<file path="config.mk">
export PLATFORM = sky130hd
export DESIGN_NAME = nearest_car_dispatch_queues_core
export DESIGN_NICKNAME = d
export VERILOG_FILES = /design/src/rtl/core/ncd_pkg.sv /design/src/rtl/core/ncd_ram.sv /design/src/rtl/core/ncd_nearest.sv /design/src/rtl/core/nearest_car_dispatch_queues_core.sv
export SDC_FILE = /design/constraint.sdc
export NUM_CORES = 1
export LEC_CHECK = 0
export ABC_AREA = 0
export BUFFER_PORTS_ARGS = -buffer_cell sky130_fd_sc_hd__buf_2
export CELL_PAD_IN_SITES_DETAIL_PLACEMENT = 0
export CELL_PAD_IN_SITES_GLOBAL_PLACEMENT = 1
export CORE_MARGIN = 3
export CORE_UTILIZATION = 47
export CTS_BUF_LIST = sky130_fd_sc_hd__clkbuf_4
export CTS_CLUSTER_DIAMETER = 80
export CTS_CLUSTER_SIZE = 10
export DETAILED_ROUTE_END_ITERATION = 8
export PLACE_DENSITY = 0.82
export SKIP_LAST_GASP = 1
export SLEW_MARGIN = 0
export SYNTH_ARGS = -nofsm -noshare
export SYNTH_HDL_FRONTEND = slang
export SYNTH_SLANG_ARGS = --single-unit
</file>
<file path="constraint.sdc">
create_clock -name clk -period 11.03 [get_ports clk]
set_input_delay 1.103 -clock clk [delete_from_list [all_inputs] [get_ports clk]]
set_output_delay 1.103 -clock clk [all_outputs]
set_load 0.05 [all_outputs]
</file>
<file path="src/rtl/core/ncd_pkg.sv">
package ncd_pkg;

	// Field widths of the request and result items, and the number of reported cars
	localparam int FLOOR_W       = 6;
	localparam int CAR_FIELD_W   = 2;
	localparam int MASK_W        = 3;
	localparam int REPORTED_CARS = 3;

	typedef enum logic {
		OP_REQUEST = 1'b0,
		OP_TICK    = 1'b1
	} ncd_op_t;

	typedef struct packed {
		ncd_op_t              opcode;
		logic [FLOOR_W-1:0]   floor;
	} ncd_req_t;

	typedef struct packed {
		logic [CAR_FIELD_W-1:0] assigned_car;
		logic                   accepted;
		logic [MASK_W-1:0]      moved_mask;
		logic [FLOOR_W-1:0]     car0_floor;
		logic [FLOOR_W-1:0]     car1_floor;
		logic [FLOOR_W-1:0]     car2_floor;
	} ncd_rsp_t;

	typedef enum logic [1:0] {
		ST_IDLE,
		ST_TICK,
		ST_DRAIN,
		ST_REPORT
	} ncd_state_t;

endpackage

</file>
<file path="src/rtl/core/ncd_ram.sv">
module ncd_ram #(
	parameter int WIDTH = 6,
	parameter int DEPTH = 24
) (
	input  logic                                         clk,
	input  logic                                         wr_en,
	input  logic [((DEPTH > 1) ? $clog2(DEPTH) : 1)-1:0] wr_addr,
	input  logic [WIDTH-1:0]                             wr_data,
	input  logic                                         rd_en,
	input  logic [((DEPTH > 1) ? $clog2(DEPTH) : 1)-1:0] rd_addr,
	output logic [WIDTH-1:0]                             rd_data
);

	logic [WIDTH-1:0] mem [DEPTH];

	always_ff @(posedge clk) begin
		if (wr_en) begin
			mem[wr_addr] <= wr_data;
		end
		if (rd_en) begin
			rd_data <= mem[rd_addr];
		end
	end

endmodule

</file>
<file path="src/rtl/core/ncd_nearest.sv">
module ncd_nearest #(
	parameter int NUM_CARS   = 3,
	parameter int FLOOR_BITS = 6
) (
	input  logic [NUM_CARS-1:0][FLOOR_BITS-1:0]                car_floor,
	input  logic [FLOOR_BITS-1:0]                              target,
	output logic [((NUM_CARS > 1) ? $clog2(NUM_CARS) : 1)-1:0] car
);

	localparam int CAR_W = (NUM_CARS > 1) ? $clog2(NUM_CARS) : 1;

	logic [NUM_CARS-1:0][FLOOR_BITS-1:0] car_dist;
	logic [FLOOR_BITS-1:0]               best_dist;
	logic [CAR_W-1:0]                    best;

	for (genvar k = 0; k < NUM_CARS; k++) begin : g_dist
		assign car_dist[k] = (car_floor[k] > target) ? (car_floor[k] - target)
		                                             : (target - car_floor[k]);
	end

	// Strict compare keeps the lowest-numbered car on a tie.
	always_comb begin
		best      = '0;
		best_dist = car_dist[0];
		for (int k = 1; k < NUM_CARS; k++) begin
			if (car_dist[k] < best_dist) begin
				best_dist = car_dist[k];
				best      = CAR_W'(k);
			end
		end
		car = best;
	end

endmodule

</file>
<file path="src/rtl/core/nearest_car_dispatch_queues_core.sv">
// Request: done strobes in the next cycle; a new request can follow every cycle unless busy.
// Tick: the shared destination RAM is read once per non-empty queue, so busy stays high
// through TICK, DRAIN and REPORT until the result strobes (one read port sets this).
// Results cannot be stalled by the receiver; done is high for exactly one cycle per item.
// Reset (arst_n low, asynchronous) empties all queues and puts every car at floor 0;
// the destination RAM itself is not cleared, since an entry is read only after it was written.
module nearest_car_dispatch_queues_core #(
	parameter int NUM_CARS    = 3,
	parameter int QUEUE_DEPTH = 8,
	parameter int FLOOR_BITS  = 6
) (
	input  logic              clk,
	input  logic              arst_n,
	input  logic              start,
	input  ncd_pkg::ncd_req_t request,
	output logic              busy,
	output logic              done,
	output ncd_pkg::ncd_rsp_t result
);

	import ncd_pkg::*;

	localparam int CAR_W     = (NUM_CARS > 1) ? $clog2(NUM_CARS) : 1;
	localparam int PTR_W     = $clog2(QUEUE_DEPTH);
	localparam int CNT_W     = $clog2(QUEUE_DEPTH + 1);
	localparam int MEM_DEPTH = NUM_CARS * QUEUE_DEPTH;
	localparam int ADDR_W    = (MEM_DEPTH > 1) ? $clog2(MEM_DEPTH) : 1;
	localparam int FLOOR_XW  = (FLOOR_BITS > FLOOR_W) ? FLOOR_BITS : FLOOR_W;
	localparam int CAR_XW    = (CAR_W > CAR_FIELD_W) ? CAR_W : CAR_FIELD_W;
	localparam int MASK_XW   = (NUM_CARS > MASK_W) ? NUM_CARS : MASK_W;

	// Sequencer state and the car being visited during a tick.
	ncd_state_t       state_q;
	ncd_state_t       state_d;
	logic [CAR_W-1:0] tick_car_q;

	// Per-car queue bookkeeping. These are small and each entry is used at its own
	// place, so they live in flops; only the destination floors sit in the RAM.
	logic [NUM_CARS-1:0][PTR_W-1:0]      head_q;
	logic [NUM_CARS-1:0][PTR_W-1:0]      tail_q;
	logic [NUM_CARS-1:0][CNT_W-1:0]      count_q;
	logic [NUM_CARS-1:0][FLOOR_BITS-1:0] floor_q;
	logic [NUM_CARS-1:0]                 moved_q;

	// Read pipeline: a pop issued in one cycle returns its floor in the next.
	logic             pop_s1;
	logic [CAR_W-1:0] car_s1;

	ncd_rsp_t result_q;
	ncd_rsp_t result_d;
	logic     done_q;
	logic     load_result;

	logic                    accept_req;
	logic                    accept_tick;
	logic [FLOOR_XW-1:0]     req_floor_x;
	logic [FLOOR_BITS-1:0]   req_floor;
	logic [CAR_W-1:0]        chosen_car;
	logic [CAR_XW-1:0]       chosen_car_x;
	logic                    chosen_full;
	logic                    wr_en;
	logic [ADDR_W-1:0]       wr_addr;
	logic                    pop_now;
	logic                    tick_last;
	logic [ADDR_W-1:0]       rd_addr;
	logic [FLOOR_BITS-1:0]   rd_data;
	logic [MASK_XW-1:0]      moved_x;
	logic [REPORTED_CARS-1:0][FLOOR_W-1:0] rep_floor;

	function automatic logic [PTR_W-1:0] next_slot(input logic [PTR_W-1:0] p);
		return (p == PTR_W'(QUEUE_DEPTH - 1)) ? '0 : p + 1'b1;
	endfunction

	// The request floor is resized to the stored floor width.
	assign req_floor_x = FLOOR_XW'(request.floor);
	assign req_floor   = req_floor_x[FLOOR_BITS-1:0];

	assign accept_req  = start && !busy && (request.opcode == OP_REQUEST);
	assign accept_tick = start && !busy && (request.opcode == OP_TICK);

	ncd_nearest #(
		.NUM_CARS   (NUM_CARS),
		.FLOOR_BITS (FLOOR_BITS)
	) u_nearest (
		.car_floor (floor_q),
		.target    (req_floor),
		.car       (chosen_car)
	);

	// A request writes its floor straight into the tail slot of the chosen car.
	// A full queue drops the request but still reports the chosen car.
	assign chosen_full = (count_q[chosen_car] == CNT_W'(QUEUE_DEPTH));
	assign wr_en       = accept_req && !chosen_full;
	assign wr_addr     = ADDR_W'(chosen_car) * ADDR_W'(QUEUE_DEPTH)
	                   + ADDR_W'(tail_q[chosen_car]);

	// A tick walks the cars in order, one RAM read per non-empty queue. Head and
	// count move when the read is issued; the floor lands in the cycle after. Writes
	// only happen while idle, so a read never races a write to the same slot.
	assign pop_now   = (state_q == ST_TICK) && (count_q[tick_car_q] != '0);
	assign tick_last = (tick_car_q == CAR_W'(NUM_CARS - 1));
	assign rd_addr   = ADDR_W'(tick_car_q) * ADDR_W'(QUEUE_DEPTH)
	                 + ADDR_W'(head_q[tick_car_q]);

	ncd_ram #(
		.WIDTH (FLOOR_BITS),
		.DEPTH (MEM_DEPTH)
	) u_dest_ram (
		.clk     (clk),
		.wr_en   (wr_en),
		.wr_addr (wr_addr),
		.wr_data (req_floor),
		.rd_en   (pop_now),
		.rd_addr (rd_addr),
		.rd_data (rd_data)
	);

	always_ff @(posedge clk or negedge arst_n) begin
		if (!arst_n) begin
			state_q <= ST_IDLE;
		end else begin
			state_q <= state_d;
		end
	end

	// The tick runs TICK for every car, DRAIN for the last read to land, and
	// REPORT once all floors are settled.
	always_comb begin
		state_d = state_q;
		busy    = 1'b1;
		case (state_q)
			ST_IDLE: begin
				busy = 1'b0;
				if (accept_tick) begin
					state_d = ST_TICK;
				end
			end
			ST_TICK: begin
				if (tick_last) begin
					state_d = ST_DRAIN;
				end
			end
			ST_DRAIN: begin
				state_d = ST_REPORT;
			end
			ST_REPORT: begin
				state_d = ST_IDLE;
			end
			default: begin
				state_d = ST_IDLE;
			end
		endcase
	end

	always_ff @(posedge clk or negedge arst_n) begin
		if (!arst_n) begin
			tick_car_q <= '0;
			head_q     <= '0;
			tail_q     <= '0;
			count_q    <= '0;
			floor_q    <= '0;
			moved_q    <= '0;
			pop_s1     <= 1'b0;
			car_s1     <= '0;
			done_q     <= 1'b0;
		end else begin
			pop_s1 <= pop_now;
			car_s1 <= tick_car_q;
			done_q <= load_result;

			if (accept_tick) begin
				tick_car_q <= '0;
				moved_q    <= '0;
			end else if ((state_q == ST_TICK) && !tick_last) begin
				tick_car_q <= tick_car_q + 1'b1;
			end

			for (int c = 0; c < NUM_CARS; c++) begin
				if (wr_en && (chosen_car == CAR_W'(c))) begin
					tail_q[c]  <= next_slot(tail_q[c]);
					count_q[c] <= count_q[c] + 1'b1;
				end
				if (pop_now && (tick_car_q == CAR_W'(c))) begin
					head_q[c]  <= next_slot(head_q[c]);
					count_q[c] <= count_q[c] - 1'b1;
					moved_q[c] <= 1'b1;
				end
				if (pop_s1 && (car_s1 == CAR_W'(c))) begin
					floor_q[c] <= rd_data;
				end
			end
		end
	end

	// Floors reported on the three result fields; absent cars read as ground floor.
	for (genvar k = 0; k < REPORTED_CARS; k++) begin : g_rep
		if (k < NUM_CARS) begin : g_car
			logic [FLOOR_XW-1:0] floor_x;
			assign floor_x      = FLOOR_XW'(floor_q[k]);
			assign rep_floor[k] = floor_x[FLOOR_W-1:0];
		end else begin : g_none
			assign rep_floor[k] = '0;
		end
	end

	assign chosen_car_x = CAR_XW'(chosen_car);
	assign moved_x      = MASK_XW'(moved_q);
	assign load_result  = accept_req || (state_q == ST_REPORT);

	// A request result carries the unchanged floors; a tick result is built in
	// REPORT, after the last popped floor was written back.
	always_comb begin
		result_d            = '0;
		result_d.car0_floor = rep_floor[0];
		result_d.car1_floor = rep_floor[1];
		result_d.car2_floor = rep_floor[2];
		if (state_q == ST_REPORT) begin
			result_d.moved_mask = moved_x[MASK_W-1:0];
		end else begin
			result_d.assigned_car = chosen_car_x[CAR_FIELD_W-1:0];
			result_d.accepted     = !chosen_full;
		end
	end

	always_ff @(posedge clk) begin
		if (load_result) begin
			result_q <= result_d;
		end
	end

	assign result = result_q;
	assign done   = done_q;

	// A request strobes done in the next cycle and leaves the block free.
	a_req_done: assert property (@(posedge clk) disable iff (!arst_n)
		accept_req |=> done && !busy)
		else $error("request result did not strobe on the next cycle");

	// A tick keeps the block busy and shows no result right away.
	a_tick_busy: assert property (@(posedge clk) disable iff (!arst_n)
		accept_tick |=> busy && !done)
		else $error("tick did not hold the block busy");

	// Read data is only written back for pops issued while walking the cars.
	a_pop_origin: assert property (@(posedge clk) disable iff (!arst_n)
		pop_s1 |-> $past(state_q) == ST_TICK)
		else $error("read data returned without a pop in the tick walk");

	// A result never claims both a queued request and moved cars.
	a_result_excl: assert property (@(posedge clk) disable iff (!arst_n)
		done |-> !(result.accepted && (result.moved_mask != '0)))
		else $error("result marks a request and a move at once");

	for (genvar c = 0; c < NUM_CARS; c++) begin : g_chk
		a_count_bound: assert property (@(posedge clk) disable iff (!arst_n)
			count_q[c] <= CNT_W'(QUEUE_DEPTH))
			else $error("queue count exceeds queue depth");
	end

endmodule
</file>
==> results of run 1 <==
[final timing paths]
check,endpoint,slack (ns),cells after the start
max,u_dest_ram.mem[16][2]$_DFFE_PP_,3.37,21
min,moved_q[0]$_DFFE_PN0P_,0.48,2
max reg2reg,u_dest_ram.mem[16][2]$_DFFE_PP_,4.07,22
min reg2reg,moved_q[0]$_DFFE_PN0P_,0.48,2
max in group asynchronous,g_rep[2].g_car.floor_x[0]$_DFFE_PN0P_,9.93,2
min in group asynchronous,moved_q[2]$_DFFE_PN0P_,0.56,2
[state kept, by name, indices dropped and copies added, names as in the netlist, 2 cells and up]
register,flops
moved_q,3
u_dest_ram.mem,144
car_s1,2
g_rep.g_car.floor_x,18
u_dest_ram.rd_data,6
tail_q,9
head_q,9
count_q,12
state_q,2
tick_car_q,2
result,24
[per-layer routing]
| layer | global-route usage (%) | wire, um | vias to the layer above |
|---|---|---|---|
| met4 | 6.27 | 718 | 0 |
| met2 | 30.1 | 11500 | 191 |
| met3 | 2.42 | 1540 | 42 |
| met1 | 27.4 | 11300 | 3433 |
| li1 | - | - | 3326 |
| met5 | 0 | 0 | - |
[area by class of cell]
class / count / share of cell area (%)
flip-flops and latches: 233 / 54.0
multi-input cells: 547 / 36.3
well taps: 319 / 3.21
clock buffers: 47 / 2.84
repair buffers: 40 / 1.71
inverters: 52 / 1.57
clock inverters: 3 / 0.332
diodes: 1 / 0.0202
[logic make-up after synthesis]
| group | Yosys count | share of synthesized area, % |
|---|---|---|
| DFF | 233 | 58.1 |
| and+or+nand+nor | 184 | 8.26 |
| AOI/OAI and AO/OA | 137 | 8.10 |
| muxes | 126 | 11.9 |
| adders and majority gates | 78 | 9.05 |
| buffers and inverters | 70 | 2.92 |
| xor gates and xnor gates | 22 | 1.67 |
[layout by cell type (no fill, tap or decap), types with 6 or more instances in the layout]
cell type / synthesis / final
edfxtp_1: 174 / 174
a21o_1: 14 / 14
buf_2: 5 / 35
a21oi_1: 23 / 23
fa_1: 9 / 9
nor4_1: 12 / 12
dfrtp_1: 59 / 59
mux2i_1: 92 / 92
and2_1: 7 / 7
o22ai_1: 28 / 28
o21ai_0: 22 / 22
o21ai_1: 7 / 7
nand3_1: 8 / 8
xor2_1: 8 / 8
nand2_1: 44 / 44
ha_1: 69 / 69
nor2_1: 38 / 38
inv_1: 52 / 52
nand4_1: 14 / 14
clkbuf_4: 0 / 47
nor3_1: 23 / 23
xnor2_1: 14 / 14
mux4_2: 6 / 6
mux2_2: 28 / 28
[synthesized netlist by cell type, types with 3 or more instances]
library cell	count	area (um^2)
nor2b_1	3	18.8
a31oi_1	5	31.3
mux2i_1	92	921
dfrtp_1	59	1480
and3_1	4	25.0
clkbuf_1	3	11.3
o21ai_1	7	35.0
nor4_1	12	75.1
o21bai_1	3	22.5
o22ai_1	28	175
xor2_1	8	70.1
nand2_2	3	18.8
o41a_1	4	45.0
and2_1	7	43.8
a221o_1	3	30.0
o21ai_0	22	110
nand4_1	14	87.6
buf_6	5	56.3
a211oi_1	3	22.5
nor2_1	38	143
o21a_1	4	30.0
nand3b_1	4	30.0
xnor2_1	14	123
nor3b_1	5	37.5
buf_2	5	25.0
nor3_1	23	115
a21o_1	14	105
a21oi_1	23	115
mux4_2	6	135
edfxtp_1	174	5230
mux2_2	28	315
fa_1	9	180
nand3_1	8	40.0
ha_1	69	863
nand2_1	44	165
inv_1	52	195
nand2b_1	5	31.3
[worst min-delay path: cells and delay by family (launching register included)]
family / cells / cell delay [ns]
flip-flops: 1 / 0.35
AND/OR/NAND/NOR: 2 / 0.10
[per-stage QoR]
stage	instance area [um^2]	hold slack, ns	utilization, %
floorplan	11500	0.379	-
global placement	12000	0.456	50.5
detailed placement	12000	0.461	50.5
CTS	12400	0.488	52.1
global route	12400	0.511	52.1
finish	12400	0.482	52.1
==> key figures, run 1 <==
Critical path
  • Slowest CP cell: nor4_1
  • CP cell instances: buf_2 -> inv_1 -> fa_1 -> a211oi_1 -> nor2_1 -> o31ai_4 -> mux2_2 -> a21oi_1 -> xor2_1 -> ha_1 -> o21ai_0 -> o21ba_2 -> nor2_1 -> o311ai_0 -> nand4_1 -> ha_1 -> a21oi_1 -> o21a_1 -> and3_1 -> nand3_1 -> nor4_1
  • Critical path arrival: 7.96 ns
  • Critical path's top delay family: simple AND/OR/NAND/NOR gates
  • Bufs and invs on worst path: 2
  • Worst stage delay on the critical path: 0.95 ns
  • Worst Setup End Kind: register
  • Critical Path Start: request[1]
  • Worst R2R Start: g_rep[0].g_car.floor_x[0]$_DFFE_PN0P_
  • Setup Crit Path Kind: in2reg
  • Startpoint types: input port
  • Peak fanout along the critical path: 31
  • Worst Path Required: 11.33 ns

Timing
  • Fin. Hold Viols: 0
  • Final setup skew: 0.0397 ns
  • Slew of the pin with the lowest slew margin: 1.17 ns
  • Relative slew slack: 21.4%
  • Setup violators final: 0
  • Fin crit share: 69.5%
  • RSZ-0062 raised after global routing: false
  • Setup WS post-layout: 3.37 ns
  • Setup_tns: 0 ns
  • Final Max Slew Viols: 0
  • Max Fclk: 131 MHz
  • Min Tclk post-route: 7.66 ns

Yosys
  • Sequential-to-total area share from yosys stat: 58.1%
  • Prevailing post-synth register cell: edfxtp_1
  • Net count after synthesis: 938
  • Netlist cell types: 70
  • Mapped Cells: 850
  • Avg Inst Size Synth: 13.6 um^2
  • EDFF count, synth: 174
  • Asr flop ratio synth: 25.3%
  • Seq cells post-synth: 233
  • Synthesis Warnings: 0
  • Post-Syn Area: 11,500 um^2

Global routing
  • Initial antenna violation count: 1
  • First-pass GRT wire length: 38,800 um
  • Largest net degree at the start of global routing: 66
  • Total track usage: 19.0%
  • GRT Residual Overflow: 0
  • Vias in the first global route: 6,769

Routing
  • Drt first-iter violations: 571
  • Vias per cell: 5.63
  • Drt first pass iters: 5
  • Detailed Route WL: 25,000 um
  • Wirelength per Cell: 20.2 um
  • Number of nets with antenna violations after routing: 0
  • Vias: 6,992
  • Drt drc: 0

Clock tree
  • Clk Tree Root Cell: clkbuf_4
  • CTS tree: built
  • Clk_lat worst skew: 0.70 ns
  • Setup bufs post-CTS: 0
  • CTS Hold Buffers Added: 0
  • Clock Path Buffers: 3
  • CTS H-tree lvls: 1
  • Reg clk slew, reported paths: 0.11 ns
  • CTS Buf Count: 27
  • PostCTS Resize Cnt: 0
  • TritonCTS sink count: 233

Floorplan
  • Initial Util: 48.4%
  • Die Y: 163 um
  • Core area: 23,800 um^2
  • # rows: 56
  • Die width: 163 um
  • Total I/O pin count: 36
  • Die area: 26,500 um^2

Placement
  • Port buffer count: 35
  • Dpl ws: 2.70 ns
  • Detailed Place HPWL: 17,700 um
  • Number of placed cells counting well taps: 1,191
  • Gpl congestion: 0.861

Cells and area
  • Final cell count without fillers: 1,242
  • Fill count: 2,075
  • Area grow syn2layout: 7.68%
  • Final net count: 989
  • Layout cells sized above 1: 15.3%
  • Area of the multi-input gates: 4510 um^2
  • Reg area: 6700 um^2

Min path
  • Worst hold start: moved_q[0]$_DFFE_PN0P_
  • Hold Crit Class: reg2reg

Run
  • Max-cap violations: 0

Status
  • Result of the run: finished clean
Power of run 1 is left out: the tool's default activity adds up to more than one toggle a clock period on the data nets, which glitch-free logic cannot reach.
==> run 2: changes to the inputs <==
--- a/config.mk
+++ b/config.mk
@@ -15,7 +15,7 @@
 export CTS_CLUSTER_DIAMETER = 80
 export CTS_CLUSTER_SIZE = 10
 export DETAILED_ROUTE_END_ITERATION = 8
-export PLACE_DENSITY = 0.82
+export PLACE_DENSITY = 0.85
 export SKIP_LAST_GASP = 1
 export SLEW_MARGIN = 0
 export SYNTH_ARGS = -nofsm -noshare
==> constraint.sdc (replaced) <==
create_clock -name clk -period 6.9 [get_ports clk]
set_input_delay 0.69 -clock clk [delete_from_list [all_inputs] [get_ports clk]]
set_output_delay 0.69 -clock clk [all_outputs]
set_load 0.05 [all_outputs]
==> run 2 against run 1 <==
Critical path depth increased by 2. Global-route usage increased by 1.1 points. Die area did not move. Critical path type is now reg2reg. Largest cell class unchanged. Highest routed layer unchanged.
==> key figures, run 2 (synthesis gave the netlist of run 1 again) <==
Clock tree
  • CTS tree: built
  • CTS Hold Buffers Added: 0
  • Clock Path Buffers: 3
  • CTS H-tree lvls: 1
  • Reg clk slew, reported paths: 0.11 ns
  • CTS Buf Count: 27
  • PostCTS Resize Cnt: 0
  • TritonCTS sink count: 233
  • Clk_lat worst skew: 0.68 ns
  • Clk Tree Root Cell: clkbuf_4
  • Setup bufs post-CTS: 0

Cells and area
  • Final net count: 1,009
  • Commonest non-fill, non-tap cell in the layout: edfxtp_1
  • Final Cell Area: 12,600 um^2
  • Fill count: 2,076
  • Largest register FFs: 144
  • Area grow syn2layout: 8.87%
  • Reg area: 6700 um^2
  • Area of the multi-input gates: 4520 um^2
  • Reg with most FFs: u_dest_ram.mem
  • Most frequent cells in the layout: edfxtp_1, mux2i_1, ha_1
  • Layout cells sized above 1: 17.3%
  • Util after Layout: 52.7%

Floorplan
  • Die width: 163 um
  • Core area: 23,800 um^2
  • Initial Util: 48.4%
  • Die area: 26,500 um^2
  • Die Y: 163 um
  • Total I/O pin count: 36
  • # rows: 56

Timing
  • Slew of the pin with the lowest slew margin: 1.15 ns
  • Min Tclk post-route: 6.25 ns
  • Max Fclk: 160 MHz
  • Setup_tns: 0 ns
  • Final setup skew: 0.0358 ns
  • Fin crit share: 90.6%
  • Setup violators final: 0
  • Fin. Hold Viols: 0
  • Relative slew slack: 23.0%
  • RSZ-0062 raised after global routing: false
  • Final Max Slew Viols: 0

Min path
  • Hold Crit Class: in2async

Placement
  • Gpl congestion: 0.904
  • Post-DP Area: 12,200 um^2
  • Detailed Place HPWL: 18,400 um
  • Port buffer count: 35

Critical path
  • Worst Path Required: 7.20 ns
  • Critical Path Start: g_rep[1].g_car.floor_x[0]$_DFFE_PN0P_
  • Worst Setup End Kind: register
  • Startpoint types: register
  • Peak fanout along the critical path: 6
  • Worst R2R Start: g_rep[1].g_car.floor_x[0]$_DFFE_PN0P_
  • Critical path arrival: 6.55 ns
  • Setup Crit Path Kind: reg2reg

Global routing
  • Initial antenna violation count: 1
  • First-pass GRT wire length: 41,000 um
  • Vias in the first global route: 7,224
  • Total track usage: 20.0%
  • GRT Residual Overflow: 0
  • Largest net degree at the start of global routing: 60

Routing
  • Drt drc: 0
  • Wirelength per Cell: 20.5 um
  • Vias: 7,154
  • Drt first pass iters: 5
  • Detailed Route WL: 25,900 um
  • Number of nets with antenna violations after routing: 0
  • Drt first-iter violations: 580
  • Vias per cell: 5.67

Status
  • Result of the run: finished clean

Run
  • Max-cap violations: 0
## run 2: cell types whose count changed in the layout (fill, tap and decap cells not counted), sizes merged
cell	delta
clkinv	-1
inv	+1
bufinv	-1
clkbuf	+1
buf	+20
## run 2: final timing paths
| path | slack, ns | end | cells past startpoint |
|---|---|---|---|
| setup / recovery | 0.65 | u_dest_ram.mem[13][2]$_DFFE_PP_ | 23 |
| hold / removal | 0.16 | done$_DFF_PN0_ | 2 |
| setup reg to reg | 0.65 | u_dest_ram.mem[13][2]$_DFFE_PP_ | 23 |
| hold reg to reg | 0.49 | moved_q[2]$_DFFE_PN0P_ | 2 |
| max in group asynchronous | 6.18 | car_s1[0]$_DFF_PN0_ | 2 |
| min in group clk | 0.21 | tick_car_q[1]$_DFFE_PN0P_ | 2 |
## run 2: per-stage QoR
stage	hold WS (ns)	setup WS (ns)	instances
after floorplan	0.379	0.858	850
after global placement	0.454	0.372	1211
after detailed placement	0.463	0.233	1211
after CTS	0.130	0.710	1261
after global routing	0.156	0.228	1262
final	0.162	0.647	1262
## run 2: area by class of cell
type / instances / share of cell area, %
sequential: 233 / 53.4
clock inverter: 2 / 0.130
timing repair buffer: 60 / 2.89
antenna: 1 / 0.0199
inverter: 52 / 1.55
clock buffer: 48 / 2.87
multi-input combinational: 547 / 36.0
tap: 319 / 3.18
## run 2: per-layer routing
| metal | global-route usage, % | vias up | wire length, um |
|---|---|---|---|
| met1 | 27.8 | 3532 | 11600 |
| met4 | 4.84 | 0 | 541 |
| met3 | 2.67 | 38 | 1390 |
| met2 | 33.8 | 217 | 12400 |
| met5 | 0 | - | 0 |
| li1 | - | 3367 | - |
## run 2: critical path: stages, from the launching register on
cell     delay, ns
dfrtp_1       0.44
inv_1         0.07
ha_1          0.13
inv_1         0.06
fa_1          0.39
a211o_1       0.31
a311o_1       0.36
nand2_1       0.22
mux2i_1       0.25
xor2_1        0.25
ha_1          0.24
o21ai_0       0.11
o21ba_2       0.24
nor2_1        0.37
nor2_1        0.07
nand4_1       0.10
nand4_1       0.09
ha_1          0.33
nand4_1       0.15
nor3_1        0.32
o21ai_2       0.17
and3_1        0.31
o41a_1        0.44
nor2_1        0.44
Power of run 2 is left out for the same reason.
